<file path="src/hw/rtl/dimc_pkg.sv">
package dimc_pkg;

	localparam int MAX_ROW   = 1024;
	localparam int ROW_AW    = $clog2(MAX_ROW);
	localparam int LEN_W     = ROW_AW + 1;

	// command queue between front and back
	localparam int CQ_DEPTH  = 4;
	localparam int CQ_PTR_W  = $clog2(CQ_DEPTH);
	localparam int CQ_CNT_W  = CQ_PTR_W + 1;

	// result queue at the output
	localparam int OQ_DEPTH  = 8;
	localparam int OQ_PTR_W  = $clog2(OQ_DEPTH);
	localparam int OQ_CNT_W  = OQ_PTR_W + 1;

	localparam int CFG_DW    = 11;
	localparam int CFG_IW    = 3;

	localparam logic [CFG_IW-1:0] REG_ROW_LENGTH = 3'd0;
	localparam logic [CFG_IW-1:0] REG_PADDING    = 3'd1;
	localparam logic [CFG_IW-1:0] REG_STRIDE     = 3'd2;
	localparam logic [CFG_IW-1:0] REG_DILATION   = 3'd3;
	localparam logic [CFG_IW-1:0] REG_DEFORMABLE = 3'd4;
	localparam logic [CFG_IW-1:0] REG_MODULATED  = 3'd5;

	localparam logic CMD_LOAD    = 1'b0;
	localparam logic CMD_COMPUTE = 1'b1;

	typedef struct packed {
		logic [10:0] row_length;
		logic [9:0]  padding;
		logic [6:0]  stride;
		logic [6:0]  dilation;
		logic        deformable;
	} front_cfg_t;

	// one classified item: a load, or a compute with its two neighbor reads
	typedef struct packed {
		logic              is_load;
		logic [ROW_AW-1:0] waddr;
		logic [15:0]       wdata;
		logic [ROW_AW-1:0] lo_addr;
		logic [ROW_AW-1:0] hi_addr;
		logic              lo_ok;
		logic              hi_ok;
		logic [7:0]        frac;
		logic [15:0]       mask;
	} cmd_entry_t;

endpackage

</file>
<file path="src/hw/rtl/dimc_cmdq.sv">
module dimc_cmdq import dimc_pkg::*; (
	input  logic                clk,
	input  logic                arst_n,
	input  logic                push,
	input  cmd_entry_t          push_data,
	input  logic                pop,
	output logic                empty,
	output logic [CQ_CNT_W-1:0] count,
	output cmd_entry_t          head
);

	cmd_entry_t          slot_q [CQ_DEPTH];
	logic [CQ_PTR_W-1:0] wr_q;
	logic [CQ_PTR_W-1:0] rd_q;
	logic [CQ_CNT_W-1:0] count_q;

	always_ff @(posedge clk or negedge arst_n) begin
		if (!arst_n) begin
			wr_q    <= '0;
			rd_q    <= '0;
			count_q <= '0;
		end else begin
			if (push) begin
				wr_q <= wr_q + CQ_PTR_W'(1);
			end
			if (pop) begin
				rd_q <= rd_q + CQ_PTR_W'(1);
			end
			if (push && !pop) begin
				count_q <= count_q + CQ_CNT_W'(1);
			end else if (pop && !push) begin
				count_q <= count_q - CQ_CNT_W'(1);
			end
		end
	end

	always_ff @(posedge clk) begin
		if (push) begin
			slot_q[wr_q] <= push_data;
		end
	end

	assign empty = (count_q == '0);
	assign count = count_q;
	assign head  = slot_q[rd_q];

endmodule

</file>
<file path="config.mk">
export PLATFORM = sky130hd
export DESIGN_NAME = dimc_cmdq
export DESIGN_NICKNAME = d
export VERILOG_FILES = /design/src/hw/rtl/dimc_pkg.sv /design/src/hw/rtl/dimc_cmdq.sv
export SDC_FILE = /design/constraint.sdc
export NUM_CORES = 1
export LEC_CHECK = 0
export ABC_CLOCK_PERIOD_IN_PS = 6900
export BUFFER_PORTS_ARGS = -buffer_cell sky130_fd_sc_hd__buf_2
export CORE_UTILIZATION = 44
export DETAILED_ROUTE_END_ITERATION = 8
export PLACE_DENSITY = 0.75
export SYNTH_ARGS = -nofsm -noshare
export SYNTH_HDL_FRONTEND = slang
export SYNTH_SLANG_ARGS = --single-unit
</file>
<file path="constraint.sdc">
create_clock -name clk -period 6.9 [get_ports clk]
set_input_delay 0.345 -clock clk [delete_from_list [all_inputs] [get_ports clk]]
set_output_delay 0.345 -clock clk [all_outputs]
set_load 0.005 [all_outputs]
</file>
Word level (Yosys, flattened, before mapping)
Memory sizes are Yosys's and may differ from the RTL's.
Index checks and enable logic that the tools add are counted.
Operators by class
  $add $sub $neg: 4
  mux-type cells: 4
  reduce and logical (&&, ||, !) cells: 6
Operator list (count)
  two-way mux 3 bit: 2
  adder 2 x 1 -> 2 bit, second input constant: 2
  adder 3 x 1 -> 3 bit, second input constant: 1
  zero test 3 bit: 1
  subtractor 3 x 1 -> 3 bit, second input constant: 1
  logical AND 1 bit: 2
  zero test 1 bit: 2
  two-way mux 1 bit: 2
  nonzero test 2 bit: 1
Storage, ports and cells
  register bits: 7
  memory bits (writable): 292
  bits of input ports: 77
  output and inout port bits: 77
  word-level logic and storage cells: 18
  memories kept: 1
Memory list
  slot_q: depth 4, width 73, rd ports 1, clocked after memory_dff 0, write ports 1, line dimc_cmdq.sv:12  | cmd_entry_t slot_q [CQ_DEPTH];

Depth between registers and ports, before layout
  depth after elaboration: 4
  depth in mapped cells: 7

Worst setup path after synthesis
No wires, ideal clock.
  kind: register to register
  start point: register wr_q[0]
  end point: memory slot_q[0][0] (netlist bit), enable pin
  data arrival time: 2.327 ns
  required time: 6.461 ns
  slack: 4.134 ns
  cell stages (with the launch flop): 4
  buffers on the path: 0
  clock period less this slack: 2.766 ns
  cell sequence: dfrtp_1 -> inv_1 -> ha_1 -> and2_1
RTL lines
  from (decl): line dimc_cmdq.sv:13  | logic [CQ_PTR_W-1:0] wr_q;
  from (signal assigned): line dimc_cmdq.sv:24  | wr_q <= wr_q + CQ_PTR_W'(1);
  to (decl): line dimc_cmdq.sv:12
No word-level cell before the write port.

==> impl_metrics.toml <==
[setup_path]
worst-setup-path-type = "flip-flop to output port"
start_kind = "flip-flop"
cpMaxStageDelayCell = "buf_4"
r2r-start = "wr_q[1]"
arrival_ps = 2960
path_cells = "buf_4 -> mux4_2 -> buf_2"
slowest_delay_ps = 920
r2r-end = "slot_q[1][23]"
ff2ff_setup_slack_ps = 4860
r2r_cells = 3
worstPathMaxFanout = 56
crit_required_ps = 6550
cp-end-kind = "output port"

[clocking]
cts_made_buffers = 29
cts_tree = "built"
cts_setup_buffers = 0
h-tree-depth = 1
clk_latency_ps = 540
cts.sinks = 299
cts-root-buf = "clkbuf_16"
cts.clk_slew.worst_paths_ps = 60
clk_path_buf_depth = 3

[timing]
skew_ps = 18.2
rsz0062_at_grt = "no"
fmax_mhz = 302
tightest_slew_ps = 1140
setup_viol = 0
slew_headroom_pct = 23.8
final_max_slew_viol_count = 0
finalHoldViolCount = 0
fin_crit_ps = 3310
finalSetupTns_ps = 0
timing.final.crit_share_pct = 48.0

[grt]
grt_pass1_wl_um = 29800
antenna_found_initial = 0
grt_max_degree = 75
overflow = 0
grt_usage_pct = 15.3
first_global_vias = 5419

[yosys]
synth-seq-area-share_pct = 81.9
synth_cell_types = 18
ys_ff_latch = 299
syn_inst = 414
synth_fp_nets = 497
syn_avg_cell_area_um2 = 26.4
syn_area_um2 = 10900
synth_warnings = 0

[detailed_routing]
ant_nets = 0
drtIter0Drc = 289
wl_per_cell_um = 20.3
vias_per_cell = 5.10
postRouteWirelength_um = 19200
drc = 0
firstDrtPassIters = 4
vias = 4821

[layout]
drive_gt1_share_pct = 44.8
finalNetCount = 681
mostFrequentLayoutCells = "edfxtp_1 (292), buf_2 (153), mux4_2 (73), clkbuf_16 (29), dlygate4sd3_1 (15)"
diodes = 0
final_util_pct = 54.1
area_delta_synth_final_pct = 20.5
final_common_cell = "edfxtp_1"

[hold_path]
hold_end = "slot_q[1][38]"
hp-start = "push_data[38]"
hold_path_depth = 1
hp-class = "input port to flip-flop"

[floorplanning]
die_y_um = 160
chipWidth_um = 160
die_area_um2 = 25400
num_rows = 57
design.core.area_um2 = 24300
initial_core_util_pct = 44.9
pin_count = 154

[placed_design]
hpwl_um = 10800
gp_congestion = 0.703
portBuffers = 153

[job]
maxCapViolations = 0

[status]
status = "finished, final reports clean"

[power_and_ir_drop]
power_density_nw_per_um2 = 419
p_leak_nw = 4.50
peakVddDrop_mv = 0.274
state kept, by name, summed over array words and instances (netlist names):
signal,count
count,3
rd_q,2
slot_q,292
wr_q,2
critical path: cells and delay by family (launching register included):
| kind | cells | cell delay, ps |
|---|---|---|
| DFF | 1 | 670 |
| muxes | 1 | 640 |
| buffers and inverters | 2 | 1070 |
how the worst max path moves through the flow:
| stage | start | to | slack (ps) |
|---|---|---|---|
| after floorplan | wr_q[0] | slot_q[0][0] | 4130 |
| after global routing | rd_q[0] | head[66] | 3290 |
| after global placement | rd_q[0] | head[66] | 4040 |
| after detailed placement | rd_q[0] | head[35] | 4040 |
| after CTS | rd_q[0] | head[35] | 3450 |
| final | rd_q[0] | head[66] | 3590 |
power by group:
group,switching [W],total (W),internal (W)
logic,0.000587,0.00128,0.000689
clock network,0.000633,0.00164,0.00101
registers,0.000209,0.00260,0.00239
stage by stage:
step | hold WS, ps | total power, W | setup WS (ps) | area, um2 | cells
floorplan | 49.4 | 0.00342 | 4130 | 10900 | 414
global placement | 184 | 0.00390 | 4040 | 12000 | 876
detailed placement | 196 | 0.00395 | 4040 | 12000 | 876
CTS | 0.411 | 0.00560 | 3450 | 13100 | 942
global route | 0.235 | 0.00577 | 3290 | 13200 | 945
finish | 24.8 | 0.00551 | 3590 | 13200 | 945
routing by layer:
| layer | vias to the layer above | part of all wire, % | track usage (%) |
|---|---|---|---|
| li1 | 2143 | - | - |
| met5 | - | 0 | 0 |
| met2 | 132 | 52 | 27.1 |
| met3 | 35 | 5.7 | 3.02 |
| met4 | 0 | 1.8 | 3.85 |
| met1 | 2511 | 40 | 19.4 |
cells by family after synthesis:
family	count (synthesis)	share of synthesized area [%]
DFF	299	81.9
muxes	74	15.2
xor gates and xnor gates	6	0.481
buffers and inverters	20	1.25
and+or+nand+nor	8	0.378
adders and majority gates	6	0.756
AOI/OAI and AO/OA	1	0.0458
Yosys cell counts:
| library cell | n | area share [%] |
|---|---|---|
| mux2_2 | 1 | 0.10 |
| dfrtp_1 | 7 | 1.6 |
| ha_1 | 5 | 0.57 |
| buf_4 | 2 | 0.14 |
| fa_1 | 1 | 0.18 |
| edfxtp_1 | 292 | 80 |
| nor2_1 | 1 | 0.034 |
| buf_6 | 6 | 0.62 |
| nand2_1 | 2 | 0.069 |
| nor3_1 | 1 | 0.046 |
| o21ai_0 | 1 | 0.046 |
| inv_1 | 4 | 0.14 |
| xnor2_1 | 2 | 0.16 |
| xor2_1 | 4 | 0.32 |
| clkbuf_1 | 1 | 0.034 |
| mux4_2 | 73 | 15 |
| and2_1 | 4 | 0.23 |
| buf_2 | 7 | 0.32 |
what timing repair did:
action,in CTS,in global routing
hold buffers,12,3
gates resized for setup,0,0
hold endpoints to repair,34,10
layout make-up:
cell class | instances | area [um2]
Inverter | 4 | 15.0
Clock inverter | 13 | 201
Timing Repair Buffer | 169 | 923
Sequential cell | 299 | 8950
Tap cell | 324 | 405
Clock buffer | 41 | 811
Fill cell | 1826 | 11200
Multi-Input combinational cell | 95 | 1850
Power figures use the tool's default switching activity.
