[config.mk]
export PLATFORM = sky130hd
export DESIGN_NAME = dimc_front
export DESIGN_NICKNAME = d
export VERILOG_FILES = /design/src/hw/rtl/dimc_pkg.sv /design/src/hw/rtl/dimc_front.sv
export SDC_FILE = /design/constraint.sdc
export NUM_CORES = 1
export LEC_CHECK = 0
export BUFFER_PORTS_ARGS = -buffer_cell sky130_fd_sc_hd__buf_2
export CORE_UTILIZATION = 41
export DETAILED_ROUTE_END_ITERATION = 8
export SLEW_MARGIN = 20
export SYNTH_ARGS = -nofsm -noshare
export SYNTH_HDL_FRONTEND = slang
export SYNTH_SLANG_ARGS = --single-unit
[constraint.sdc]
create_clock -name clk -period 3 [get_ports clk]
set_input_delay 0.15 -clock clk [delete_from_list [all_inputs] [get_ports clk]]
set_output_delay 0.15 -clock clk [all_outputs]
set_load 0.02 [all_outputs]
[src/hw/rtl/dimc_pkg.sv]
package dimc_pkg;

	localparam int MAX_ROW   = 1024;
	localparam int ROW_AW    = $clog2(MAX_ROW);
	localparam int LEN_W     = ROW_AW + 1;

	// command queue between front and back
	localparam int CQ_DEPTH  = 4;
	localparam int CQ_PTR_W  = $clog2(CQ_DEPTH);
	localparam int CQ_CNT_W  = CQ_PTR_W + 1;

	// result queue at the output
	localparam int OQ_DEPTH  = 8;
	localparam int OQ_PTR_W  = $clog2(OQ_DEPTH);
	localparam int OQ_CNT_W  = OQ_PTR_W + 1;

	localparam int CFG_DW    = 11;
	localparam int CFG_IW    = 3;

	localparam logic [CFG_IW-1:0] REG_ROW_LENGTH = 3'd0;
	localparam logic [CFG_IW-1:0] REG_PADDING    = 3'd1;
	localparam logic [CFG_IW-1:0] REG_STRIDE     = 3'd2;
	localparam logic [CFG_IW-1:0] REG_DILATION   = 3'd3;
	localparam logic [CFG_IW-1:0] REG_DEFORMABLE = 3'd4;
	localparam logic [CFG_IW-1:0] REG_MODULATED  = 3'd5;

	localparam logic CMD_LOAD    = 1'b0;
	localparam logic CMD_COMPUTE = 1'b1;

	typedef struct packed {
		logic [10:0] row_length;
		logic [9:0]  padding;
		logic [6:0]  stride;
		logic [6:0]  dilation;
		logic        deformable;
	} front_cfg_t;

	// one classified item: a load, or a compute with its two neighbor reads
	typedef struct packed {
		logic              is_load;
		logic [ROW_AW-1:0] waddr;
		logic [15:0]       wdata;
		logic [ROW_AW-1:0] lo_addr;
		logic [ROW_AW-1:0] hi_addr;
		logic              lo_ok;
		logic              hi_ok;
		logic [7:0]        frac;
		logic [15:0]       mask;
	} cmd_entry_t;

endpackage

[src/hw/rtl/dimc_front.sv]
module dimc_front import dimc_pkg::*; (
	input  logic                clk,
	input  logic                arst_n,
	input  logic                push,
	output logic                full,
	input  logic                cmd,
	input  logic [9:0]          sample_addr,
	input  logic signed [15:0]  sample_value,
	input  logic [9:0]          out_pos,
	input  logic [3:0]          tap,
	input  logic signed [23:0]  offset_value,
	input  logic signed [15:0]  mask_value,
	input  front_cfg_t          cfg,
	input  logic [CQ_CNT_W-1:0] q_count,
	output logic                ent_valid,
	output cmd_entry_t          ent
);

	logic [16:0]        base;
	logic [10:0]        tap_off;
	logic signed [18:0] x_pos;
	logic signed [27:0] pos_full;
	logic [CQ_CNT_W:0]  pending;

	logic               v_s1;
	logic               load_s1;
	logic [ROW_AW-1:0]  addr_s1;
	logic [15:0]        sval_s1;
	logic [15:0]        mask_s1;
	logic signed [27:0] pos_s1;

	logic               v_s2;
	cmd_entry_t         ent_s2;

	logic [LEN_W-1:0]   len;
	logic               zero;
	logic [10:0]        xl;
	logic [10:0]        xl_inc;

	// items already in flight count against queue room
	assign pending = {1'b0, q_count} + {{CQ_CNT_W{1'b0}}, v_s1} + {{CQ_CNT_W{1'b0}}, v_s2};
	assign full = pending >= (CQ_CNT_W + 1)'(CQ_DEPTH);

	assign base    = 17'(out_pos) * 17'(cfg.stride);
	assign tap_off = 11'(tap) * 11'(cfg.dilation);
	assign x_pos   = $signed({2'b00, base}) + $signed({8'h00, tap_off})
		- $signed({9'h000, cfg.padding});
	assign pos_full = $signed({x_pos[18], x_pos, 8'h00})
		+ (cfg.deformable ? $signed({{4{offset_value[23]}}, offset_value}) : 28'sd0);

	always_ff @(posedge clk or negedge arst_n) begin
		if (!arst_n) begin
			v_s1 <= 1'b0;
			v_s2 <= 1'b0;
		end else begin
			v_s1 <= push && !full;
			v_s2 <= v_s1;
		end
	end

	always_ff @(posedge clk) begin
		load_s1 <= (cmd == CMD_LOAD);
		addr_s1 <= sample_addr;
		sval_s1 <= sample_value;
		mask_s1 <= mask_value;
		pos_s1  <= pos_full;
	end

	// classify: position P is in Q.8; it samples nothing outside (-256, len*256)
	assign len    = (cfg.row_length > LEN_W'(MAX_ROW)) ? LEN_W'(MAX_ROW) : cfg.row_length;
	assign zero   = (pos_s1 <= -28'sd256) || (pos_s1 >= $signed({9'h000, len, 8'h00}));
	assign xl     = pos_s1[18:8];
	assign xl_inc = xl + 11'd1;

	always_ff @(posedge clk) begin
		ent_s2.is_load <= load_s1;
		ent_s2.waddr   <= addr_s1;
		ent_s2.wdata   <= sval_s1;
		ent_s2.lo_addr <= xl[ROW_AW-1:0];
		ent_s2.hi_addr <= xl_inc[ROW_AW-1:0];
		ent_s2.lo_ok   <= !zero && !pos_s1[27];
		ent_s2.hi_ok   <= !zero && (xl_inc < len);
		ent_s2.frac    <= pos_s1[7:0];
		ent_s2.mask    <= mask_s1;
	end

	assign ent_valid = v_s2;
	assign ent       = ent_s2;

endmodule

======== Word-level counts from Yosys, hierarchy flattened ========
Index checks and enable logic that the tools add are counted.
W data, S select, Z words.
storage, ports and cells
  register bits after elaboration ......... 146
  bits of input ports ..................... 123
  logic and storage cells ................. 39
operators by class
  $add $sub $neg .......................... 6
  multipliers ............................. 2
  order comparisons ....................... 5
  muxes and demuxes ....................... 2
  bitwise operators ....................... 1
  reductions and logical operators ........ 7
operator list
  kind                     count
  $add A27 B28 Y28         1
  $ge A28 B20 Y1           1
  $le A28 B9 Y1 const B    1
  $mux W28                 1
  $sub A18 B10 Y19         1
  $add A17 B11 Y18         1
  $mul A10 B7 Y17          1
  $add A11 B1 Y11 const B  1
  $gt A11 B11 Y1 const B   1
  $lt A11 B11 Y1           1
  $mul A4 B7 Y11           1
  $mux W11                 1
  $add A3 B1 Y4            1
  $add A4 B1 Y4            1
  $ge A4 B3 Y1 const B     1
  $logic_and A1 B1 Y1      3
  $logic_not A1 Y1         3
  $logic_or A1 B1 Y1       1
  $not A1 Y1               1

======== Longest topological paths before layout ========
  depth after elaboration ................. 6
  mapped depth ............................ 26

======== Worst setup path before layout ========
OpenSTA, ideal clock, no wires.
  kind .................................... in2reg
  start ................................... input cfg[13] (netlist name)
  end ..................................... register pos_s1[26]
  setup time .............................. 0.120 ns
  arrival ................................. 5.947 ns
  setup slack ............................. -3.067 ns
  stages .................................. 24
  path buffers ............................ 2
  cell sequence ........................... clkbuf_1 nand2_1 fa_1 inv_1 fa_1 fa_1 inv_1 fa_1 fa_1 inv_1 ha_1 o21a_1 o31a_1 o22a_1 a21oi_1 nand3b_1 nand3_1 ha_1 clkbuf_1 a21o_1 a21oi_1 a21oi_1 or4_1 xor2_1
on the way
  word-level cells in the longest chain between the ends .. 4
RTL lines
  element                 line              text
  from (decl)             dimc_front.sv:13  input front_cfg_t cfg,
  $mul A10 B7 Y17         dimc_front.sv:44  assign base = 17'(out_pos) * 17'(cfg.stride);
  $add A17 B11 Y18        dimc_front.sv:46  assign x_pos = $signed({2'b00, base}) + $signed({8'h00, tap_off})
  $sub A18 B10 Y19        dimc_front.sv:47  - $signed({9'h000, cfg.padding});
  $add A27 B28 Y28        dimc_front.sv:49  + (cfg.deformable ? $signed({{4{offset_value[23]}}, offset_value}) : 28'sd0);
  named net pos_full[26]  dimc_front.sv:22  logic signed [27:0] pos_full;
  to (signal assigned)    dimc_front.sv:66  pos_s1 <= pos_full;
  to (decl)               dimc_front.sv:30  logic signed [27:0] pos_s1;
The timed path passes the listed nets, and every way through them passes these cells.

======== Worst setup path after layout ========
  start ................................... input cfg[3] (netlist name)
  end ..................................... register pos_s1[26]
on the way
  word-level cells in the longest chain between the ends .. 4
RTL lines
  element                 line              text
  $mul A4 B7 Y11          dimc_front.sv:45  assign tap_off = 11'(tap) * 11'(cfg.dilation);
  $add A17 B11 Y18        dimc_front.sv:46
  $sub A18 B10 Y19        dimc_front.sv:47
  $add A27 B28 Y28        dimc_front.sv:49
  named net pos_full[26]  dimc_front.sv:22
The timed path passes the listed nets, and every way through them passes these cells.

==> results.toml <==
[timing]
finalClockSkew_ps = 12.5
max_freq_mhz = 191
grt_setup_unrepaired = "yes"
hold_viol_final = 0
setup_viol = 17
worst_slew_pin_slew_ps = 552
whs_ps = 56.0
maxSlewHeadroom_pct = 62.3
fin_ws_ps = -2250
final.min_clock_period_ps = 5250
finalCritPeriodShare_pct = 175
fin_setup_tns_ps = -29400
drv_slew = 0

[finish]
multi_input_area_sq_um = 5780
final_cells = 1512
nets = 1530
nFillCells = 1605
area_delta_synth_final_pct = 53.8
drive_gt1_share_pct = 39.7
regArea_sq_um = 2930
num_antenna_cells = 0

[yosys]
yosysTopAreaCellShare_pct = 34.2
avgSynthCellArea_sq_um = 10.2
synth_edf_count = 0
ys_warn_count = 0
netlist_instances = 827
ys_top_cells_by_count = "144 x dfxtp_1, 120 x inv_1, 96 x ha_1"
synth.most_common_cell = "dfxtp_1"
yosys.area.top_type = "dfxtp_1"
synthArstFlopShare_pct = 1.37
seq_area_frac_synth_pct = 34.7
ys.flop_type = "dfxtp_1"
synth_area_leaders = "dfxtp_1 34%, fa_1 19%, ha_1 14%"
syn_nets = 1128
netlist_area_sq_um = 8440
ys_types = 43
synth-seq-cells = 146

[grt]
grt_antenna_before_repair = 0
overflow = 0
grt_start_max_net_pins = 20
grtUsageTotal_pct = 21.3
grt_pass1_vias = 7601
grt_first_pass_wirelength_mm = 36.1

[clock_tree]
htreeDepth = 4
numCtsBuffers = 17
clock_latency_ps = 420
cts_tree = "done"
clockBufferDepth = 2
path_clk_slew_ps = 70
cts-root-buf = "clkbuf_16"
cts.sinks = 146

[critical_path]
cp_slowest_stage_delay_ps = 510
crit_top_cell = "fa_1"
cpLargestDelayFamily = "adder cells"
path_max_fanout = 4
crit_chain = "buf_8, and2_4, fa_1, fa_1, inv_1, fa_1, fa_1, fa_1, inv_2, ha_4, nor2b_4, o31a_1, o22a_1, a21oi_4, buf_6, xnor2_4, ha_4, a21o_1, a21o_1, a21oi_2, a21oi_2, or4_4, xor2_1"
crit_type = "in -> reg"
critPathArrivalTime_ps = 5560
cp-start-kind = "input port"
crit_buf_inv = 4
critPathSlowestCell = "fa_1"
worst_setup_path_end_kind = "flip-flop"
cp.required_ps = 3310

[detailed_routing]
vias = 7017
vias_per_cell = 4.64
drt-initial-drc-count = 233
drcViolationCount = 0
detail_route.wl_per_cell_microns = 14.1
antenna_left = 0
wl_met3_microns = 894
drt_first_pass_iters = 6
wl_met1_mm = 9.14
highest_layer = "met4"
dr_wl_met2_mm = 10.8
drt-total-wl_mm = 21.3

[placed_design]
gp_congestion = 0.839
port_buffers = 197
placed_cells = 1402
dp_slack_ps = -2870
place.detailed.hpwl_mm = 16.0

[hold_path]
hp-class = "in -> async"

[status]
status = "finished with violations"
violations = "negative setup slack"

[floorplan]
ios = 198
core-area_sq_um = 20200
die_y_microns = 145
initial_core_util_pct = 41.7
dieArea_sq_um = 21200
die_w_microns = 145
core.rowCount = 52

[flow_run]
maxCapViolCount = 0
==> registers in the layout, summed over array words and instances (netlist names) <==
register	flops
mask_s1	16
load_s1	1
addr_s1	10
pos_s1	28
ent_valid	1
v_s1	1
ent	73
sval_s1	16
==> through the flow <==
step / utilization (%) / area, sq um
finish: 64.1 / 13000
global route: 64.1 / 13000
CTS: 62.6 / 12700
detailed placement: 53.7 / 10900
global placement: 53.7 / 10900
floorplan: - / 8760
==> layout make-up <==
type	count	area share [%]
Tap cell	270	2.60
Sequential cell	146	22.6
Clock buffer	17	3.28
Multi-Input combinational cell	547	44.5
Clock inverter	15	1.39
Inverter	121	3.50
Timing Repair Buffer	396	22.1
==> repair_timing <==
action | in CTS | in global routing
gates cloned | 0 | 1
endpoints found under the hold margin | 54 | 0
hold buffers | 54 | 0
setup endpoints to repair | 18 | 18
gates resized for setup | 117 | 51
pin swaps | 84 | 47
buffers inserted | 22 | 4
==> worst reg2reg max path: cells and delay by family (launching register included) <==
kind	cells	cell delay, ps
AOI/OAI and AO/OA	5	650
DFF	1	440
xor gates and xnor gates	1	210
and+or+nand+nor	3	490
adders and majority gates	2	550
==> kinds of logic (layout without fill, tap and decap cells) <==
kind of cell,after synthesis,in the layout,share of synthesized area (%)
and+or+nand+nor,219,219,13.0
xor gates and xnor gates,39,39,4.05
DFF,146,146,34.7
AOI/OAI and AO/OA,111,111,8.55
adders and majority gates,178,178,33.7
buffers and inverters,134,549,5.96
==> cells in the final DEF, fill, tap and decap left out, types with 8 or more instances in the layout <==
cell and n:
a21o_1 16, a21oi_1 21, a21oi_2 8, and2_1 57
and2_4 8, buf_2 177, buf_4 127, buf_6 27
clkbuf_16 18, dfxtp_1 144, dlygate4sd3_1 54, fa_1 78
ha_1 76, ha_4 19, inv_1 106, inv_2 14
nand2_1 68, nand2_2 8, nand3_1 12, nand4_1 8
nor2_1 15, o21ai_0 9, xnor2_1 18, xor2_1 12
==> path summary, 6_finish.rpt <==
check                           cells after the start  slack (ps)            start          to
max in group asynchronous                           2        2850           arst_n        v_s1
min in group clk                                    3         130  offset_value[8]   pos_s1[8]
worst min-delay path                                2          60           arst_n   ent_valid
worst min register to register                      0         320       sval_s1[2]     ent[48]
worst max-delay path                               23       -2250           cfg[3]  pos_s1[26]
worst max register to register                     11         580        pos_s1[8]     ent[24]
==> per-layer routing <==
layer | global-route usage (%) | vias up
li1 | - | 3499
met1 | 25.3 | 3311
met2 | 39.1 | 177
met3 | 3.73 | 30
met4 | 6.79 | 0
met5 | 0 | -
Power is not shown: default switching activity piles up to over one toggle a cycle in this logic, so the estimate is an artifact.
